===== src/escaped_frame_receiver_crc16_assert.svh =====
// assertion macros shared by the frame receiver modules
`ifndef ESCAPED_FRAME_RECEIVER_CRC16_ASSERT_SVH
`define ESCAPED_FRAME_RECEIVER_CRC16_ASSERT_SVH

`ifndef SYNTH

// same-cycle implication, disabled while in reset
`define EFR_ASSERT_IMP(lbl, clk, rstn, ante, cons) \
  lbl: assert property (@(posedge clk) disable iff (!rstn) (ante) |-> (cons)) \
    else $error("frame receiver assertion failed");

// next-cycle implication, disabled while in reset
`define EFR_ASSERT_NXT(lbl, clk, rstn, ante, cons) \
  lbl: assert property (@(posedge clk) disable iff (!rstn) (ante) |=> (cons)) \
    else $error("frame receiver assertion failed");

`else

`define EFR_ASSERT_IMP(lbl, clk, rstn, ante, cons)
`define EFR_ASSERT_NXT(lbl, clk, rstn, ante, cons)

`endif

`endif


===== src/efr_pkg.sv =====
// shared types, constants and the crc step of the frame receiver
package efr_pkg;

  typedef logic [7:0] byte_t;
  typedef logic [3:0] len_t;
  typedef logic [2:0] cfg_idx_t;

  // configuration register indexes
  localparam cfg_idx_t CFG_HEADER_FIRST  = 3'd0;
  localparam cfg_idx_t CFG_HEADER_SECOND = 3'd1;
  localparam cfg_idx_t CFG_TAIL_FIRST    = 3'd2;
  localparam cfg_idx_t CFG_TAIL_SECOND   = 3'd3;
  localparam cfg_idx_t CFG_LENGTH_LIMIT  = 3'd4;

  // configuration reset values
  localparam byte_t RST_HEADER_FIRST  = 8'hAA;
  localparam byte_t RST_HEADER_SECOND = 8'h55;
  localparam byte_t RST_TAIL_FIRST    = 8'h0D;
  localparam byte_t RST_TAIL_SECOND   = 8'h0A;
  localparam len_t  RST_LENGTH_LIMIT  = 4'd12;

  // payload escape codes and their decoded values
  localparam byte_t ESC_BYTE    = 8'hCC;
  localparam byte_t ESC_CODE_AA = 8'h01;
  localparam byte_t ESC_CODE_55 = 8'h02;
  localparam byte_t ESC_CODE_0D = 8'h03;
  localparam byte_t ESC_CODE_0A = 8'h04;
  localparam byte_t DEC_AA      = 8'hAA;
  localparam byte_t DEC_55      = 8'h55;
  localparam byte_t DEC_0D      = 8'h0D;
  localparam byte_t DEC_0A      = 8'h0A;

  // crc-16/modbus
  localparam logic [15:0] CRC_POLY = 16'hA001;
  localparam logic [15:0] CRC_INIT = 16'hFFFF;

  // two payload banks, one per pending frame
  localparam int NUM_BANKS = 2;

  typedef struct packed {
    byte_t header_first;
    byte_t header_second;
    byte_t tail_first;
    byte_t tail_second;
    len_t  length_limit;
  } cfg_t;

  typedef struct packed {
    byte_t address;
    byte_t command;
    len_t  length;
    logic  bank;
  } desc_t;

  // one byte through the reflected crc, bit at a time
  function automatic logic [15:0] crc16_byte(input logic [15:0] c, input byte_t b);
    logic [15:0] x;
    x = c ^ {8'h00, b};
    for (int k = 0; k < 8; k++) begin
      x = x[0] ? ((x >> 1) ^ CRC_POLY) : (x >> 1);
    end
    return x;
  endfunction

endpackage


===== src/efr_in_if.sv =====
// received byte channel
interface efr_in_if;
  logic       valid;
  logic       ready;
  logic [7:0] rx_byte;

  modport source (output valid, output rx_byte, input ready);
  modport sink (input valid, input rx_byte, output ready);
endinterface


===== src/efr_out_if.sv =====
// decoded frame result channel
interface efr_out_if;
  logic       valid;
  logic       ready;
  logic [7:0] frame_address;
  logic [7:0] frame_command;
  logic [3:0] frame_length;
  logic [7:0] payload_byte;
  logic       payload_present;
  logic [3:0] byte_position;
  logic       last_of_frame;

  modport source (output valid, output frame_address, output frame_command,
                  output frame_length, output payload_byte, output payload_present,
                  output byte_position, output last_of_frame, input ready);
  modport sink (input valid, input frame_address, input frame_command,
                input frame_length, input payload_byte, input payload_present,
                input byte_position, input last_of_frame, output ready);
endinterface


===== src/efr_ram.sv =====
// generic single-write, single-read ram with registered read data
module efr_ram #(
  parameter int WIDTH = 8,
  parameter int DEPTH = 24
) (
  input  logic                     clk,
  input  logic                     we,
  input  logic [$clog2(DEPTH)-1:0] waddr,
  input  logic [WIDTH-1:0]         wdata,
  input  logic                     re,
  input  logic [$clog2(DEPTH)-1:0] raddr,
  output logic [WIDTH-1:0]         rdata
);
  logic [WIDTH-1:0] mem [DEPTH];
  logic [WIDTH-1:0] rdata_r;

  // write port
  always_ff @(posedge clk) begin
    if (we) begin
      mem[waddr] <= wdata;
    end
  end

  // registered read port
  always_ff @(posedge clk) begin
    if (re) begin
      rdata_r <= mem[raddr];
    end
  end

  assign rdata = rdata_r;
endmodule


===== src/efr_front.sv =====
// frame parser: header hunt, field capture, unescaping, crc and tail check
`include "escaped_frame_receiver_crc16_assert.svh"
module efr_front #(
  parameter int MAX_PAYLOAD = 12
) (
  input  logic                                           clk,
  input  logic                                           rst_n,
  input  efr_pkg::cfg_t                                  cfg_i,
  input  logic                                           in_valid_i,
  input  efr_pkg::byte_t                                 in_byte_i,
  output logic                                           in_ready_o,
  input  logic                                           space_i,
  output logic                                           push_o,
  output efr_pkg::desc_t                                 desc_o,
  output logic                                           ram_we_o,
  output logic [$clog2(efr_pkg::NUM_BANKS*MAX_PAYLOAD)-1:0] ram_waddr_o,
  output efr_pkg::byte_t                                 ram_wdata_o
);
  import efr_pkg::*;

  localparam int AW = $clog2(NUM_BANKS * MAX_PAYLOAD);
  localparam byte_t MAX_LEN = 8'(MAX_PAYLOAD);

  typedef enum logic [10:0] {
    S_HUNT    = 11'b000_0000_0001,
    S_HDR2    = 11'b000_0000_0010,
    S_ADDR    = 11'b000_0000_0100,
    S_CMD     = 11'b000_0000_1000,
    S_LEN     = 11'b000_0001_0000,
    S_DATA    = 11'b000_0010_0000,
    S_ESC     = 11'b000_0100_0000,
    S_CRC_HI  = 11'b000_1000_0000,
    S_CRC_LO  = 11'b001_0000_0000,
    S_TAIL1   = 11'b010_0000_0000,
    S_TAIL2   = 11'b100_0000_0000
  } state_t;

  state_t      state_r, state_nxt;
  byte_t       addr_r, addr_nxt;
  byte_t       cmd_r, cmd_nxt;
  len_t        len_r, len_nxt;
  len_t        fill_r, fill_nxt;
  logic [15:0] rxcrc_r, rxcrc_nxt;
  logic [15:0] crc_r, crc_nxt;
  logic        bank_r, bank_nxt;

  logic        accept;
  logic        store_en;
  byte_t       store_val;
  byte_t       eff_limit;
  len_t        fill_inc;
  byte_t       b;

  assign b          = in_byte_i;
  assign accept     = in_valid_i && space_i;
  assign in_ready_o = space_i;
  assign fill_inc   = fill_r + 4'd1;

  // length limit clipped to the store size
  assign eff_limit = ({4'b0, cfg_i.length_limit} > MAX_LEN) ? MAX_LEN
                                                          : {4'b0, cfg_i.length_limit};

  // parser next state
  always_comb begin
    state_nxt = state_r;
    addr_nxt  = addr_r;
    cmd_nxt   = cmd_r;
    len_nxt   = len_r;
    fill_nxt  = fill_r;
    rxcrc_nxt = rxcrc_r;
    crc_nxt   = crc_r;
    bank_nxt  = bank_r;
    store_en  = 1'b0;
    store_val = b;
    push_o    = 1'b0;
    if (accept) begin
      unique case (state_r)
        S_HDR2: begin
          state_nxt = (b == cfg_i.header_second) ? S_ADDR : S_HUNT;
        end
        S_ADDR: begin
          addr_nxt  = b;
          crc_nxt   = crc16_byte(CRC_INIT, b);
          state_nxt = S_CMD;
        end
        S_CMD: begin
          cmd_nxt   = b;
          crc_nxt   = crc16_byte(crc_r, b);
          state_nxt = S_LEN;
        end
        S_LEN: begin
          if (b <= eff_limit) begin
            len_nxt   = b[3:0];
            fill_nxt  = '0;
            crc_nxt   = crc16_byte(crc_r, b);
            state_nxt = (b != 8'h00) ? S_DATA : S_CRC_HI;
          end else begin
            state_nxt = S_HUNT;
          end
        end
        S_DATA: begin
          if (b == ESC_BYTE) begin
            state_nxt = S_ESC;
          end else begin
            store_en = 1'b1;
          end
        end
        S_ESC: begin
          unique case (b)
            ESC_CODE_AA: begin
              store_en  = 1'b1;
              store_val = DEC_AA;
            end
            ESC_CODE_55: begin
              store_en  = 1'b1;
              store_val = DEC_55;
            end
            ESC_CODE_0D: begin
              store_en  = 1'b1;
              store_val = DEC_0D;
            end
            ESC_CODE_0A: begin
              store_en  = 1'b1;
              store_val = DEC_0A;
            end
            ESC_BYTE: begin
              store_en  = 1'b1;
              store_val = ESC_BYTE;
            end
            default: begin
              state_nxt = S_HUNT;
            end
          endcase
        end
        S_CRC_HI: begin
          rxcrc_nxt = {b, 8'h00};
          state_nxt = S_CRC_LO;
        end
        S_CRC_LO: begin
          rxcrc_nxt = {rxcrc_r[15:8], b};
          state_nxt = S_TAIL1;
        end
        S_TAIL1: begin
          state_nxt = (b == cfg_i.tail_first) ? S_TAIL2 : S_HUNT;
        end
        S_TAIL2: begin
          state_nxt = S_HUNT;
          if ((b == cfg_i.tail_second) && (crc_r == rxcrc_r)) begin
            push_o   = 1'b1;
            bank_nxt = ~bank_r;
          end
        end
        default: begin
          state_nxt = (b == cfg_i.header_first) ? S_HDR2 : S_HUNT;
        end
      endcase

      // one decoded payload byte
      if (store_en) begin
        fill_nxt  = fill_inc;
        crc_nxt   = crc16_byte(crc_r, store_val);
        state_nxt = (fill_inc >= len_r) ? S_CRC_HI : S_DATA;
      end
    end
  end

  // payload write into the current bank
  assign ram_we_o    = store_en && ({4'b0, fill_r} < MAX_LEN);
  assign ram_wdata_o = store_val;
  assign ram_waddr_o = (bank_r ? AW'(MAX_PAYLOAD) : AW'(0)) + AW'(fill_r);

  assign desc_o = '{address: addr_r, command: cmd_r, length: len_r, bank: bank_r};

  // parser registers
  always_ff @(posedge clk) begin
    if (!rst_n) begin
      state_r <= S_HUNT;
      addr_r  <= '0;
      cmd_r   <= '0;
      len_r   <= '0;
      fill_r  <= '0;
      rxcrc_r <= '0;
      crc_r   <= CRC_INIT;
      bank_r  <= 1'b0;
    end else begin
      state_r <= state_nxt;
      addr_r  <= addr_nxt;
      cmd_r   <= cmd_nxt;
      len_r   <= len_nxt;
      fill_r  <= fill_nxt;
      rxcrc_r <= rxcrc_nxt;
      crc_r   <= crc_nxt;
      bank_r  <= bank_nxt;
    end
  end

  `EFR_ASSERT_IMP(a_push_has_room, clk, rst_n, push_o, space_i)
  `EFR_ASSERT_IMP(a_write_below_length, clk, rst_n, ram_we_o, fill_r < len_r)
  `EFR_ASSERT_IMP(a_payload_len_nonzero, clk, rst_n, (state_r == S_DATA) || (state_r == S_ESC), len_r != 4'd0)
endmodule


===== src/efr_queue.sv =====
// two-entry queue of good-frame descriptors between parser and emitter
module efr_queue (
  input  logic           clk,
  input  logic           rst_n,
  input  logic           push_i,
  input  efr_pkg::desc_t desc_i,
  input  logic           pop_i,
  output efr_pkg::desc_t desc_o,
  output logic [1:0]     count_o
);
  import efr_pkg::*;

  desc_t      entry_r [NUM_BANKS];
  logic       wr_ptr_r, wr_ptr_nxt;
  logic       rd_ptr_r, rd_ptr_nxt;
  logic [1:0] count_r, count_nxt;

  // pointer and count update
  always_comb begin
    wr_ptr_nxt = push_i ? ~wr_ptr_r : wr_ptr_r;
    rd_ptr_nxt = pop_i ? ~rd_ptr_r : rd_ptr_r;
    count_nxt  = count_r + {1'b0, push_i} - {1'b0, pop_i};
  end

  always_ff @(posedge clk) begin
    if (!rst_n) begin
      wr_ptr_r <= 1'b0;
      rd_ptr_r <= 1'b0;
      count_r  <= '0;
    end else begin
      wr_ptr_r <= wr_ptr_nxt;
      rd_ptr_r <= rd_ptr_nxt;
      count_r  <= count_nxt;
    end
  end

  // entry storage
  always_ff @(posedge clk) begin
    if (push_i) begin
      entry_r[wr_ptr_r] <= desc_i;
    end
  end

  assign desc_o  = entry_r[rd_ptr_r];
  assign count_o = count_r;
endmodule


===== src/efr_back.sv =====
// result emitter: walks a good frame's payload and presents one result at a time
`include "escaped_frame_receiver_crc16_assert.svh"
module efr_back #(
  parameter int MAX_PAYLOAD = 12
) (
  input  logic                                              clk,
  input  logic                                              rst_n,
  input  logic                                              avail_i,
  input  efr_pkg::desc_t                                    desc_i,
  output logic                                              pop_o,
  output logic                                              busy_o,
  output logic                                              ram_re_o,
  output logic [$clog2(efr_pkg::NUM_BANKS*MAX_PAYLOAD)-1:0] ram_raddr_o,
  input  efr_pkg::byte_t                                    ram_rdata_i,
  output logic                                              out_valid_o,
  input  logic                                              out_ready_i,
  output efr_pkg::byte_t                                    frame_address_o,
  output efr_pkg::byte_t                                    frame_command_o,
  output efr_pkg::len_t                                     frame_length_o,
  output efr_pkg::byte_t                                    payload_byte_o,
  output logic                                              payload_present_o,
  output efr_pkg::len_t                                     byte_position_o,
  output logic                                              last_of_frame_o
);
  import efr_pkg::*;

  localparam int AW = $clog2(NUM_BANKS * MAX_PAYLOAD);

  typedef enum logic [2:0] {
    B_IDLE = 3'b001,
    B_READ = 3'b010,
    B_SHOW = 3'b100
  } bstate_t;

  bstate_t state_r, state_nxt;
  desc_t   desc_r, desc_nxt;
  len_t    pos_r, pos_nxt;
  len_t    pos_inc;
  logic    present;
  logic    last;

  assign pos_inc = pos_r + 4'd1;
  assign present = (desc_r.length != 4'd0);
  assign last    = !present || (pos_inc == desc_r.length);

  // emitter sequencing
  always_comb begin
    state_nxt = state_r;
    desc_nxt  = desc_r;
    pos_nxt   = pos_r;
    pop_o     = 1'b0;
    ram_re_o  = 1'b0;
    unique case (state_r)
      B_IDLE: begin
        if (avail_i) begin
          pop_o     = 1'b1;
          desc_nxt  = desc_i;
          pos_nxt   = '0;
          state_nxt = B_READ;
        end
      end
      B_READ: begin
        ram_re_o  = 1'b1;
        state_nxt = B_SHOW;
      end
      B_SHOW: begin
        if (out_ready_i) begin
          if (last) begin
            state_nxt = B_IDLE;
          end else begin
            pos_nxt   = pos_inc;
            state_nxt = B_READ;
          end
        end
      end
      default: begin
        state_nxt = B_IDLE;
      end
    endcase
  end

  always_ff @(posedge clk) begin
    if (!rst_n) begin
      state_r <= B_IDLE;
      pos_r   <= '0;
    end else begin
      state_r <= state_nxt;
      pos_r   <= pos_nxt;
    end
  end

  // descriptor of the frame being emitted
  always_ff @(posedge clk) begin
    desc_r <= desc_nxt;
  end

  assign ram_raddr_o = (desc_r.bank ? AW'(MAX_PAYLOAD) : AW'(0)) + AW'(pos_r);
  assign busy_o      = (state_r != B_IDLE);

  // result fields
  assign out_valid_o       = (state_r == B_SHOW);
  assign frame_address_o   = desc_r.address;
  assign frame_command_o   = desc_r.command;
  assign frame_length_o    = desc_r.length;
  assign payload_byte_o    = present ? ram_rdata_i : 8'h00;
  assign payload_present_o = present;
  assign byte_position_o   = pos_r;
  assign last_of_frame_o   = last;

  `EFR_ASSERT_IMP(a_pop_needs_entry, clk, rst_n, pop_o, avail_i)
  `EFR_ASSERT_IMP(a_pos_in_payload, clk, rst_n, (state_r == B_SHOW) && present, pos_r < desc_r.length)
  `EFR_ASSERT_NXT(a_read_then_show, clk, rst_n, ram_re_o, out_valid_o && !pop_o)
endmodule


===== src/escaped_frame_receiver_crc16.sv =====
// Escaped frame receiver with CRC-16/MODBUS check.
// in_ch carries one received byte per transaction; out_ch carries one result per
// payload byte of a good frame, or a single result for an empty payload, with
// last_of_frame set on the final one. cfg_we/cfg_index/cfg_wdata write the header,
// tail and length-limit registers; write only while the block is idle.
// Input: one byte per cycle. The parser updates the crc over a whole byte each
// cycle, so in_ch.ready stays high except while two good frames are pending (one
// being emitted, one waiting in the two-entry descriptor queue), since each
// pending frame holds one of the two payload banks.
// Output: the first result of a good frame follows the second tail byte through the
// descriptor queue, the emitter's descriptor load and a payload ram read. Each result
// is a payload ram read, then the presented result, held while out_ch.ready is low.
// Reset: synchronous on rst_n low; control and config registers take their defaults,
// the parser hunts for the header and the queue is empty. No clearing pass.
// A stalled sink holds the current result stable; bytes keep being parsed until
// both banks are taken, then in_ch.ready drops.
module escaped_frame_receiver_crc16 #(
  parameter int MAX_PAYLOAD = 12
) (
  input  logic              clk,
  input  logic              rst_n,
  efr_in_if.sink            in_ch,
  efr_out_if.source         out_ch,
  input  logic              cfg_we,
  input  efr_pkg::cfg_idx_t cfg_index,
  input  efr_pkg::byte_t    cfg_wdata
);
  import efr_pkg::*;

  localparam int RAM_DEPTH = NUM_BANKS * MAX_PAYLOAD;
  localparam int AW = $clog2(RAM_DEPTH);

  cfg_t          cfg_r, cfg_nxt;
  logic          space;
  logic          push;
  logic          pop;
  logic          busy;
  desc_t         push_desc;
  desc_t         head_desc;
  logic [1:0]    q_count;
  logic          ram_we;
  logic [AW-1:0] ram_waddr;
  byte_t         ram_wdata;
  logic          ram_re;
  logic [AW-1:0] ram_raddr;
  byte_t         ram_rdata;

  // configuration registers
  always_comb begin
    cfg_nxt = cfg_r;
    if (cfg_we) begin
      unique case (cfg_index)
        CFG_HEADER_FIRST:  cfg_nxt.header_first  = cfg_wdata;
        CFG_HEADER_SECOND: cfg_nxt.header_second = cfg_wdata;
        CFG_TAIL_FIRST:    cfg_nxt.tail_first    = cfg_wdata;
        CFG_TAIL_SECOND:   cfg_nxt.tail_second   = cfg_wdata;
        CFG_LENGTH_LIMIT:  cfg_nxt.length_limit  = cfg_wdata[3:0];
        default: ;
      endcase
    end
  end

  always_ff @(posedge clk) begin
    if (!rst_n) begin
      cfg_r <= '{header_first:  RST_HEADER_FIRST,
                 header_second: RST_HEADER_SECOND,
                 tail_first:    RST_TAIL_FIRST,
                 tail_second:   RST_TAIL_SECOND,
                 length_limit:  RST_LENGTH_LIMIT};
    end else begin
      cfg_r <= cfg_nxt;
    end
  end

  // a payload bank is free while fewer than two frames are pending
  assign space = ({1'b0, q_count} + {2'b00, busy}) < 3'(NUM_BANKS);

  efr_front #(.MAX_PAYLOAD(MAX_PAYLOAD)) u_front (
    .clk         (clk),
    .rst_n       (rst_n),
    .cfg_i       (cfg_r),
    .in_valid_i  (in_ch.valid),
    .in_byte_i   (in_ch.rx_byte),
    .in_ready_o  (in_ch.ready),
    .space_i     (space),
    .push_o      (push),
    .desc_o      (push_desc),
    .ram_we_o    (ram_we),
    .ram_waddr_o (ram_waddr),
    .ram_wdata_o (ram_wdata)
  );

  efr_ram #(.WIDTH(8), .DEPTH(RAM_DEPTH)) u_ram (
    .clk   (clk),
    .we    (ram_we),
    .waddr (ram_waddr),
    .wdata (ram_wdata),
    .re    (ram_re),
    .raddr (ram_raddr),
    .rdata (ram_rdata)
  );

  efr_queue u_queue (
    .clk     (clk),
    .rst_n   (rst_n),
    .push_i  (push),
    .desc_i  (push_desc),
    .pop_i   (pop),
    .desc_o  (head_desc),
    .count_o (q_count)
  );

  efr_back #(.MAX_PAYLOAD(MAX_PAYLOAD)) u_back (
    .clk               (clk),
    .rst_n             (rst_n),
    .avail_i           (q_count != 2'd0),
    .desc_i            (head_desc),
    .pop_o             (pop),
    .busy_o            (busy),
    .ram_re_o          (ram_re),
    .ram_raddr_o       (ram_raddr),
    .ram_rdata_i       (ram_rdata),
    .out_valid_o       (out_ch.valid),
    .out_ready_i       (out_ch.ready),
    .frame_address_o   (out_ch.frame_address),
    .frame_command_o   (out_ch.frame_command),
    .frame_length_o    (out_ch.frame_length),
    .payload_byte_o    (out_ch.payload_byte),
    .payload_present_o (out_ch.payload_present),
    .byte_position_o   (out_ch.byte_position),
    .last_of_frame_o   (out_ch.last_of_frame)
  );
endmodule


===== src/flat_wrapper.sv =====
// flat-port wrapper written by rule: the top's interface ports become plain ports
module escaped_frame_receiver_crc16_flat import efr_pkg::*;
#(
  parameter int MAX_PAYLOAD = 12
)
  (clk, rst_n, cfg_we, cfg_index, cfg_wdata, in_ch_valid, in_ch_rx_byte, in_ch_ready, out_ch_valid, out_ch_frame_address, out_ch_frame_command, out_ch_frame_length, out_ch_payload_byte, out_ch_payload_present, out_ch_byte_position, out_ch_last_of_frame, out_ch_ready);
  efr_in_if in_ch_i ();
  efr_out_if out_ch_i ();
  input  logic clk;
  input  logic rst_n;
  input  logic cfg_we;
  input  efr_pkg::cfg_idx_t cfg_index;
  input  efr_pkg::byte_t cfg_wdata;
  input wire logic [$bits(in_ch_i.valid)-1:0] in_ch_valid;
  input wire logic [$bits(in_ch_i.rx_byte)-1:0] in_ch_rx_byte;
  output wire logic [$bits(in_ch_i.ready)-1:0] in_ch_ready;
  output wire logic [$bits(out_ch_i.valid)-1:0] out_ch_valid;
  output wire logic [$bits(out_ch_i.frame_address)-1:0] out_ch_frame_address;
  output wire logic [$bits(out_ch_i.frame_command)-1:0] out_ch_frame_command;
  output wire logic [$bits(out_ch_i.frame_length)-1:0] out_ch_frame_length;
  output wire logic [$bits(out_ch_i.payload_byte)-1:0] out_ch_payload_byte;
  output wire logic [$bits(out_ch_i.payload_present)-1:0] out_ch_payload_present;
  output wire logic [$bits(out_ch_i.byte_position)-1:0] out_ch_byte_position;
  output wire logic [$bits(out_ch_i.last_of_frame)-1:0] out_ch_last_of_frame;
  input wire logic [$bits(out_ch_i.ready)-1:0] out_ch_ready;
  assign in_ch_i.valid = in_ch_valid;
  assign in_ch_i.rx_byte = in_ch_rx_byte;
  assign in_ch_ready = in_ch_i.ready;
  assign out_ch_valid = out_ch_i.valid;
  assign out_ch_frame_address = out_ch_i.frame_address;
  assign out_ch_frame_command = out_ch_i.frame_command;
  assign out_ch_frame_length = out_ch_i.frame_length;
  assign out_ch_payload_byte = out_ch_i.payload_byte;
  assign out_ch_payload_present = out_ch_i.payload_present;
  assign out_ch_byte_position = out_ch_i.byte_position;
  assign out_ch_last_of_frame = out_ch_i.last_of_frame;
  assign out_ch_i.ready = out_ch_ready;
  escaped_frame_receiver_crc16 #(.MAX_PAYLOAD(MAX_PAYLOAD)) u_core (.clk(clk), .rst_n(rst_n), .in_ch(in_ch_i), .out_ch(out_ch_i), .cfg_we(cfg_we), .cfg_index(cfg_index), .cfg_wdata(cfg_wdata));
endmodule

===== config.mk =====
export PLATFORM = sky130hd
export DESIGN_NAME = escaped_frame_receiver_crc16_flat
export DESIGN_NICKNAME = d
export VERILOG_FILES = /design/src/efr_pkg.sv /design/src/efr_in_if.sv /design/src/efr_out_if.sv /design/src/efr_ram.sv /design/src/efr_front.sv /design/src/efr_queue.sv /design/src/efr_back.sv /design/src/escaped_frame_receiver_crc16.sv /design/src/flat_wrapper.sv
export VERILOG_INCLUDE_DIRS = /design/src /design/src/src
export SDC_FILE = /design/constraint.sdc
export NUM_CORES = 1
export LEC_CHECK = 0
export ABC_CLOCK_PERIOD_IN_PS = 8100
export BUFFER_PORTS_ARGS = -buffer_cell sky130_fd_sc_hd__buf_2
export CAP_MARGIN = 10
export CORE_ASPECT_RATIO = 0.9
export CORE_MARGIN = 1.5
export CORE_UTILIZATION = 55
export DETAILED_ROUTE_END_ITERATION = 6
export GPL_ROUTABILITY_DRIVEN = 0
export PLACE_DENSITY_LB_ADDON = 0.12
export SYNTH_ARGS = -nofsm -noshare
export SYNTH_HDL_FRONTEND = slang
export SYNTH_SLANG_ARGS = --single-unit

===== constraint.sdc =====
create_clock -name clk -period 8.1 [get_ports clk]
set_input_delay 0.81 -clock clk [delete_from_list [all_inputs] [get_ports clk]]
set_output_delay 0.81 -clock clk [all_outputs]
set_load 0.01 [all_outputs]

* After elaboration in Yosys (flattened, before gate mapping)
Memories as Yosys holds them, arrays and structs flattened. A register that Yosys moved wholly into a read port is not among the register bits. Index checks and enable logic that the tools add are counted.
Cells by class: add/sub/neg operators 7, magnitude comparators 5, equality and inequality tests 35, muxes and demuxes 72, bitwise logic cells 31, reductions and logical operators 32
Operator list (count):
- 16-bit two-way mux | 26
- 11-bit case mux with 10 select lines | 1
- 2-bit NOT with 3-bit output | 24
- 8-bit two-way mux | 7
- 16-bit case mux with 3 select lines | 1
- 11-bit two-way mux | 4
- 8-bit case mux with 5 select lines | 1
- 4-bit two-way mux | 9
- 8-bit equality test | 4
- 16-bit case mux with 2 select lines | 1
- 16-bit by 8-bit bitwise XOR with 16-bit output | 2
- 2-bit AND reduction | 10
- 3-bit AND reduction | 6
- 16-bit equality test | 1
- 8-bit by 2-bit equality test with 1-bit output, second input constant | 2
- 8-bit NOT with 16-bit output | 1
- 1-bit two-way mux | 14
- 11-bit by 10-bit equality test with 1-bit output, second input constant | 1
- 11-bit equality test, second input constant | 1
- 11-bit by 2-bit equality test with 1-bit output, second input constant | 1
- 11-bit by 3-bit equality test with 1-bit output, second input constant | 1
- 11-bit by 4-bit equality test with 1-bit output, second input constant | 1
- 11-bit by 5-bit equality test with 1-bit output, second input constant | 1
- 11-bit by 6-bit equality test with 1-bit output, second input constant | 1
- 39 further kinds | 61
Word-level totals: register bits 115, memory bits (writable) 234, bits of input ports 24, output and inout port bits 36, memories kept 2
Memories:
- u_core.u_ram.mem | words 24, bits a word 8, read ports 1, clocked after Yosys merged registers in 1, write ports 1, line efr_ram.sv:14 | logic [WIDTH-1:0] mem [DEPTH];
- u_core.u_queue.entry_r | words 2, bits a word 21, read ports 1, clocked after Yosys merged registers in 1, write ports 1, line efr_queue.sv:13 | desc_t entry_r [NUM_BANKS];

* Depth between registers and ports, before layout
word-level depth 23, mapped depth 14, mapped depth without buffers 12

* Modules after synthesis
A second synthesis with hierarchy kept.
Unflattened totals: cells, all modules 1322, area, all modules 17509.3 um^2
Modules (own cells, without submodules):
- efr_ram | instances 1, cells an instance 383, area each 7800.0 um^2, seq. area each 6005.8 um^2
- efr_front | instances 1, cells an instance 608, area each 5073.6 um^2, seq. area each 1361.3 um^2
- efr_queue | instances 1, cells an instance 84, area each 1813.0 um^2, seq. area each 1361.3 um^2
- escaped_frame_receiver_crc16 | instances 1, cells an instance 142, area each 1483.9 um^2, seq. area each 720.7 um^2
- efr_back | instances 1, cells an instance 105, area each 1338.8 um^2, seq. area each 770.7 um^2

* Worst setup path after synthesis
No wires, ideal clock.
path type in2reg, start point input in_ch_rx_byte[4], end point memory u_core.u_ram.mem[13][0], enable pin, data arrival time 3356 ps, required time 7730 ps, setup slack 4374 ps, stages on the path 10, buffers on the path 2, path through clkbuf_1 buf_1 inv_1 ha_1 and4_1 o21ai_1 nand2_1 a21oi_1 nand2_1 nor2_1
Between the ends: word-level cells in the longest chain between the ends 9
Ends and longest elaborated chain:
- from (decl) | line flat_wrapper.sv:15 | input wire logic [$bits(in_ch_i.rx_byte)-1:0] in_ch_rx_byte;
- 8-bit equality test (tied with other cells) | line efr_front.sv:102, efr_front.sv:109
- 5-bit OR reduction (no line)
- 1-bit two-way mux | line efr_front.sv:109 | unique case (b)
- 1-bit case mux with 2 select lines (*) | line efr_front.sv:77 | unique case (state_r)
- 1-bit two-way mux (*) (2 in series) | line efr_front.sv:76 | if (accept) begin
- 1-bit logical AND (*) | line efr_front.sv:168 | assign ram_we_o = store_en && ({4'b0, fill_r} < MAX_LEN);
- 1-bit two-way mux (*) | line efr_ram.sv:19 | if (we) begin
- 1-bit two-way mux (implied by the code) (*) | line efr_ram.sv:20 | mem[waddr] <= wdata;
- to (decl) | line efr_ram.sv:14
Mark *: on every way between the ends. The rest lies on a longest branch, timed or not. The select of a mux whose other input is x is not followed.

* Final worst setup path
start point input in_ch_rx_byte[0], end point memory u_core.u_ram.mem[17][5], enable pin
Same word-level chain as after synthesis.

==> impl_results.md <==
* Sum Neg Setup Slack at 0 ns
* Fraction of registers with async set or reset after synthesis at 0%
* Leakage power at 6.38 nW
* Critical register-to-register path endpoint: u_core.u_queue.entry_r[0][12]
* Min-Delay Endpoint: u_core.u_queue.entry_r[1][5]
* Register clock-pin slew on the reported worst setup and hold paths at 0.06 ns
* Postcts setup bufs at 0
* Core area at 30000 um2
* Category of cells accounting for the largest share of critical-path delay: simple AND/OR/NAND/NOR gates
* Detailed Route Iter0 Violations at 917
* Global-route wire length before repair at 58.3 mm
* Worst slew pin tran at 1.13 ns
* Origin of the worst min-delay path: u_core.u_front.cmd_r[0]
* Mean routed wirelength per cell at 22.0 um
* Syn Nets at 1314
* Met1 Resource Use GR at 35.7%
* Flip-flop and latch count after synthesis at 378
* Master of the slowest instance on the critical path: nor2_1
* Worst Setup Slack post-DPL at 3.57 ns
* Global routing usage on met3 at 5.25%
* Share of post-route cells with drive strength above 1 at 17.6%
* RSZ-0062 raised after global routing: false
* Global route hottest layer: met2
* Highest clock rate at 0.249 GHz
* Largest net degree at the start of global routing at 116
* Number of enable flip-flop cells after synthesis at 263
* Hold-critical path depth at 0
* Number of buffers added to fix hold violations after cts at 0
* Die X at 187 um
* TritonCTS clock tree: built
* Via count of the first global-routing pass at 9771
* Synthesized instance count at 1260
* VDD IR max at 0.189 mV
* Overall track demand over capacity in global routing at 24.2%
* Number of sinks handled by clock tree synthesis at 378
* Drt total wl at 37.8 mm
* Number of synthesis warnings at 0
* Longest individual stage delay on the worst path at 0.67 ns
* Crit path cell chain: buf_2, inv_1, ha_1, a22o_1, nor2b_1, o21ai_2, o21ai_1, nand2_1, a21oi_1, nand2_1, nor2_1
* Crit Path Max Fanout at 17
* Setup-failing EPs final at 0
* Max-slew violations at 0
* Sequential fraction of the synthesis area at 60.5%
* Total number of H-tree levels at 2
* Antenna Nets Post-Route at 0
* Post-synthesis cell type count at 72
* Share of the cycle needed by the critical path after routing at 49.6%
* HPWL after DPL at 25.0 mm
* Total via count after detailed routing at 10.0k
* Synth Cell Area at 16800 um2
* Total count of hold-check failures in the final report at 0
* Endpoint arrival time on the critical path at 4.17 ns
* Layout Area Growth over Synthesis at 10.6%
* Met2 track demand over resource in global routing at 36.8%
* Die H at 169 um
* Max-cap check violation count at 0
* Clock root buffer: clkbuf_16
* Final critical-path required period at 4.02 ns
* Number of antenna violations at the first check in global routing at 1
* Dominant register cell in the synthesized netlist: edfxtp_1
* Worst Slack Setup Final at 4.08 ns
* Count of placed standard cells in the final layout, fillers left out at 1719
* Required @ worst endpoint at 8.25 ns
* Starting utilization of the core area at 56.1%
* I/O pins at 60
* Buffers from clock root to sink, at most at 3
* Register-to-Register Path Depth at 6
* Worst slew margin relative to its limit at 24.3%
* Startpoint type of the worst setup path: primary input
* Die Footprint at 31700 um2
* Site Rows at 60
* Final global-route overflow total at 0
* Number of remaining DRC errors at 0
* Initial DRT Pass Iterations at 5
* Number of nets in the final layout at 1342
* R2R setup slack at 4.22 ns
* Buffering stage count on the worst path with inverters included at 2
* Critical path start-end classification: in -> reg
* Run status: finished, final reports clean
* Most prevalent standard cell on the critical path: nand2_1
* Worst min-delay path class: reg -> reg
* Clock Skews at 0.0200 ns
* Number of instances resized during post-cts repair at 0
* Mean Syn Cell Area at 13.4 um2
* PortBufs at 59
* Setup crit end kind: flop
* Cts bufs inserted at 38
* Cell Count Post-Placement at 1651
* Worst-skew pair later-pin latency at 0.53 ns
* RR Startpoint: u_core.u_front.state_r[0]
* P per Cell Area at 214 nW/um2
* DR vias/cell at 5.82
==> sequential cells by signal, indices dropped and copies added (netlist names), 8 cells and up <==
register,cells
u_core.u_ram.mem,192
u_core.u_queue.entry_r,42
u_core.cfg_r,36
u_core.u_front.crc_r,16
u_core.u_front.rxcrc_r,16
u_core.u_front.state_r,11
u_core.u_back.frame_address_o,8
u_core.u_back.frame_command_o,8
u_core.u_front.addr_r,8
u_core.u_front.cmd_r,8
u_core.u_ram.rdata,8
==> routing by layer <==
metal  vias to the layer above  routed length (um)
met4                         0                 854
met5                         -                   0
met2                       407               16600
met3                        74                3310
li1                       4646                   -
met1                      4873               17100
==> power by group <==
group | switching, W | total (W) | internal, W | leakage (nW)
logic | 0.000105 | 0.000166 | 0.0000608 | 2.48
clock network | 0.000717 | 0.00176 | 0.00104 | 0.611
registers | 0.00000386 | 0.00206 | 0.00206 | 3.29
total | 0.000827 | 0.00399 | 0.00317 | 6.38
==> logic make-up (layout without fill, tap and decap cells) <==
kind of cell,count (synthesis),count (layout),share of synthesized area (%)
AOI/OAI and AO/OA,149,149,5.90
DFF,378,378,60.5
muxes,119,119,11.4
adders and majority gates,30,30,2.32
and+or+nand+nor,372,372,11.0
xor gates and xnor gates,106,106,6.02
other,0,1,0
buffers and inverters,106,161,2.81
==> worst reg2reg max path, cell delays in order, from the launching register on <==
cell	delay, ns
dfxtp_1	0.35
nor4_4	0.49
nand3_1	0.18
or4b_1	0.55
nor3_1	0.57
nand3_1	0.39
nor2_2	0.96
==> stage by stage <==
step	hold slack [ns]	cell area (um2)	utilization [%]	total power, W
after CTS	0.466	18600	62.1	0.00403
final	0.457	18600	62.1	0.00399
after detailed placement	0.448	17400	57.9	0.00227
after global placement	0.443	17400	57.9	0.00227
after floorplan	0.425	16800	-	0.00222
after global routing	0.486	18600	62.1	0.00412
==> layout make-up <==
type | count | area [um2]
fill | 2311 | 11400
sequential | 378 | 10200
multi-input combinational | 776 | 6180
clock buffer | 51 | 1050
tap | 403 | 504
timing repair buffer | 73 | 400
clock inverter | 16 | 214
inverter | 21 | 78.8
antenna | 1 | 2.50
==> Yosys cell counts (all sizes together), types with 22 or more instances <==
master | count | area [um2]
nand2 | 122 | 458
dfxtp | 115 | 2300
ha | 28 | 350
a21oi | 40 | 204
mux4 | 56 | 1260
mux2 | 22 | 248
o21ai | 33 | 169
buf | 44 | 241
edfxtp | 263 | 7900
nand3 | 23 | 115
nor2 | 79 | 297
mux2i | 41 | 410
xor2 | 25 | 226
clkbuf | 41 | 154
a21boi | 26 | 195
nor2b | 55 | 344
xnor2 | 76 | 673
==> cell usage in the layout (no fill, tap or decap), drive strengths merged, types with 41 or more instances in the layout <==
master / count
nor2b: 55
edfxtp: 263
mux2i: 41
mux4: 56
clkbuf: 51
xnor2: 76
buf: 73
nand2: 122
dfxtp: 115
nor2: 79
==> worst max path at each step <==
stage | from | to | slack, ns | depth (start not counted)
global placement | in_ch_rx_byte[0] | u_core.u_ram.mem[20][2] | 3.79 | 11
finish | in_ch_rx_byte[0] | u_core.u_ram.mem[17][5] | 4.08 | 11
detailed placement | in_ch_rx_byte[0] | u_core.u_ram.mem[17][5] | 3.57 | 11
CTS | in_ch_rx_byte[0] | u_core.u_ram.mem[17][4] | 4.11 | 11
floorplan | in_ch_rx_byte[4] | u_core.u_ram.mem[13][0] | 4.37 | 10
global route | in_ch_rx_byte[0] | u_core.u_ram.mem[17][4] | 3.75 | 11
Power figures use the tool's default switching activity.
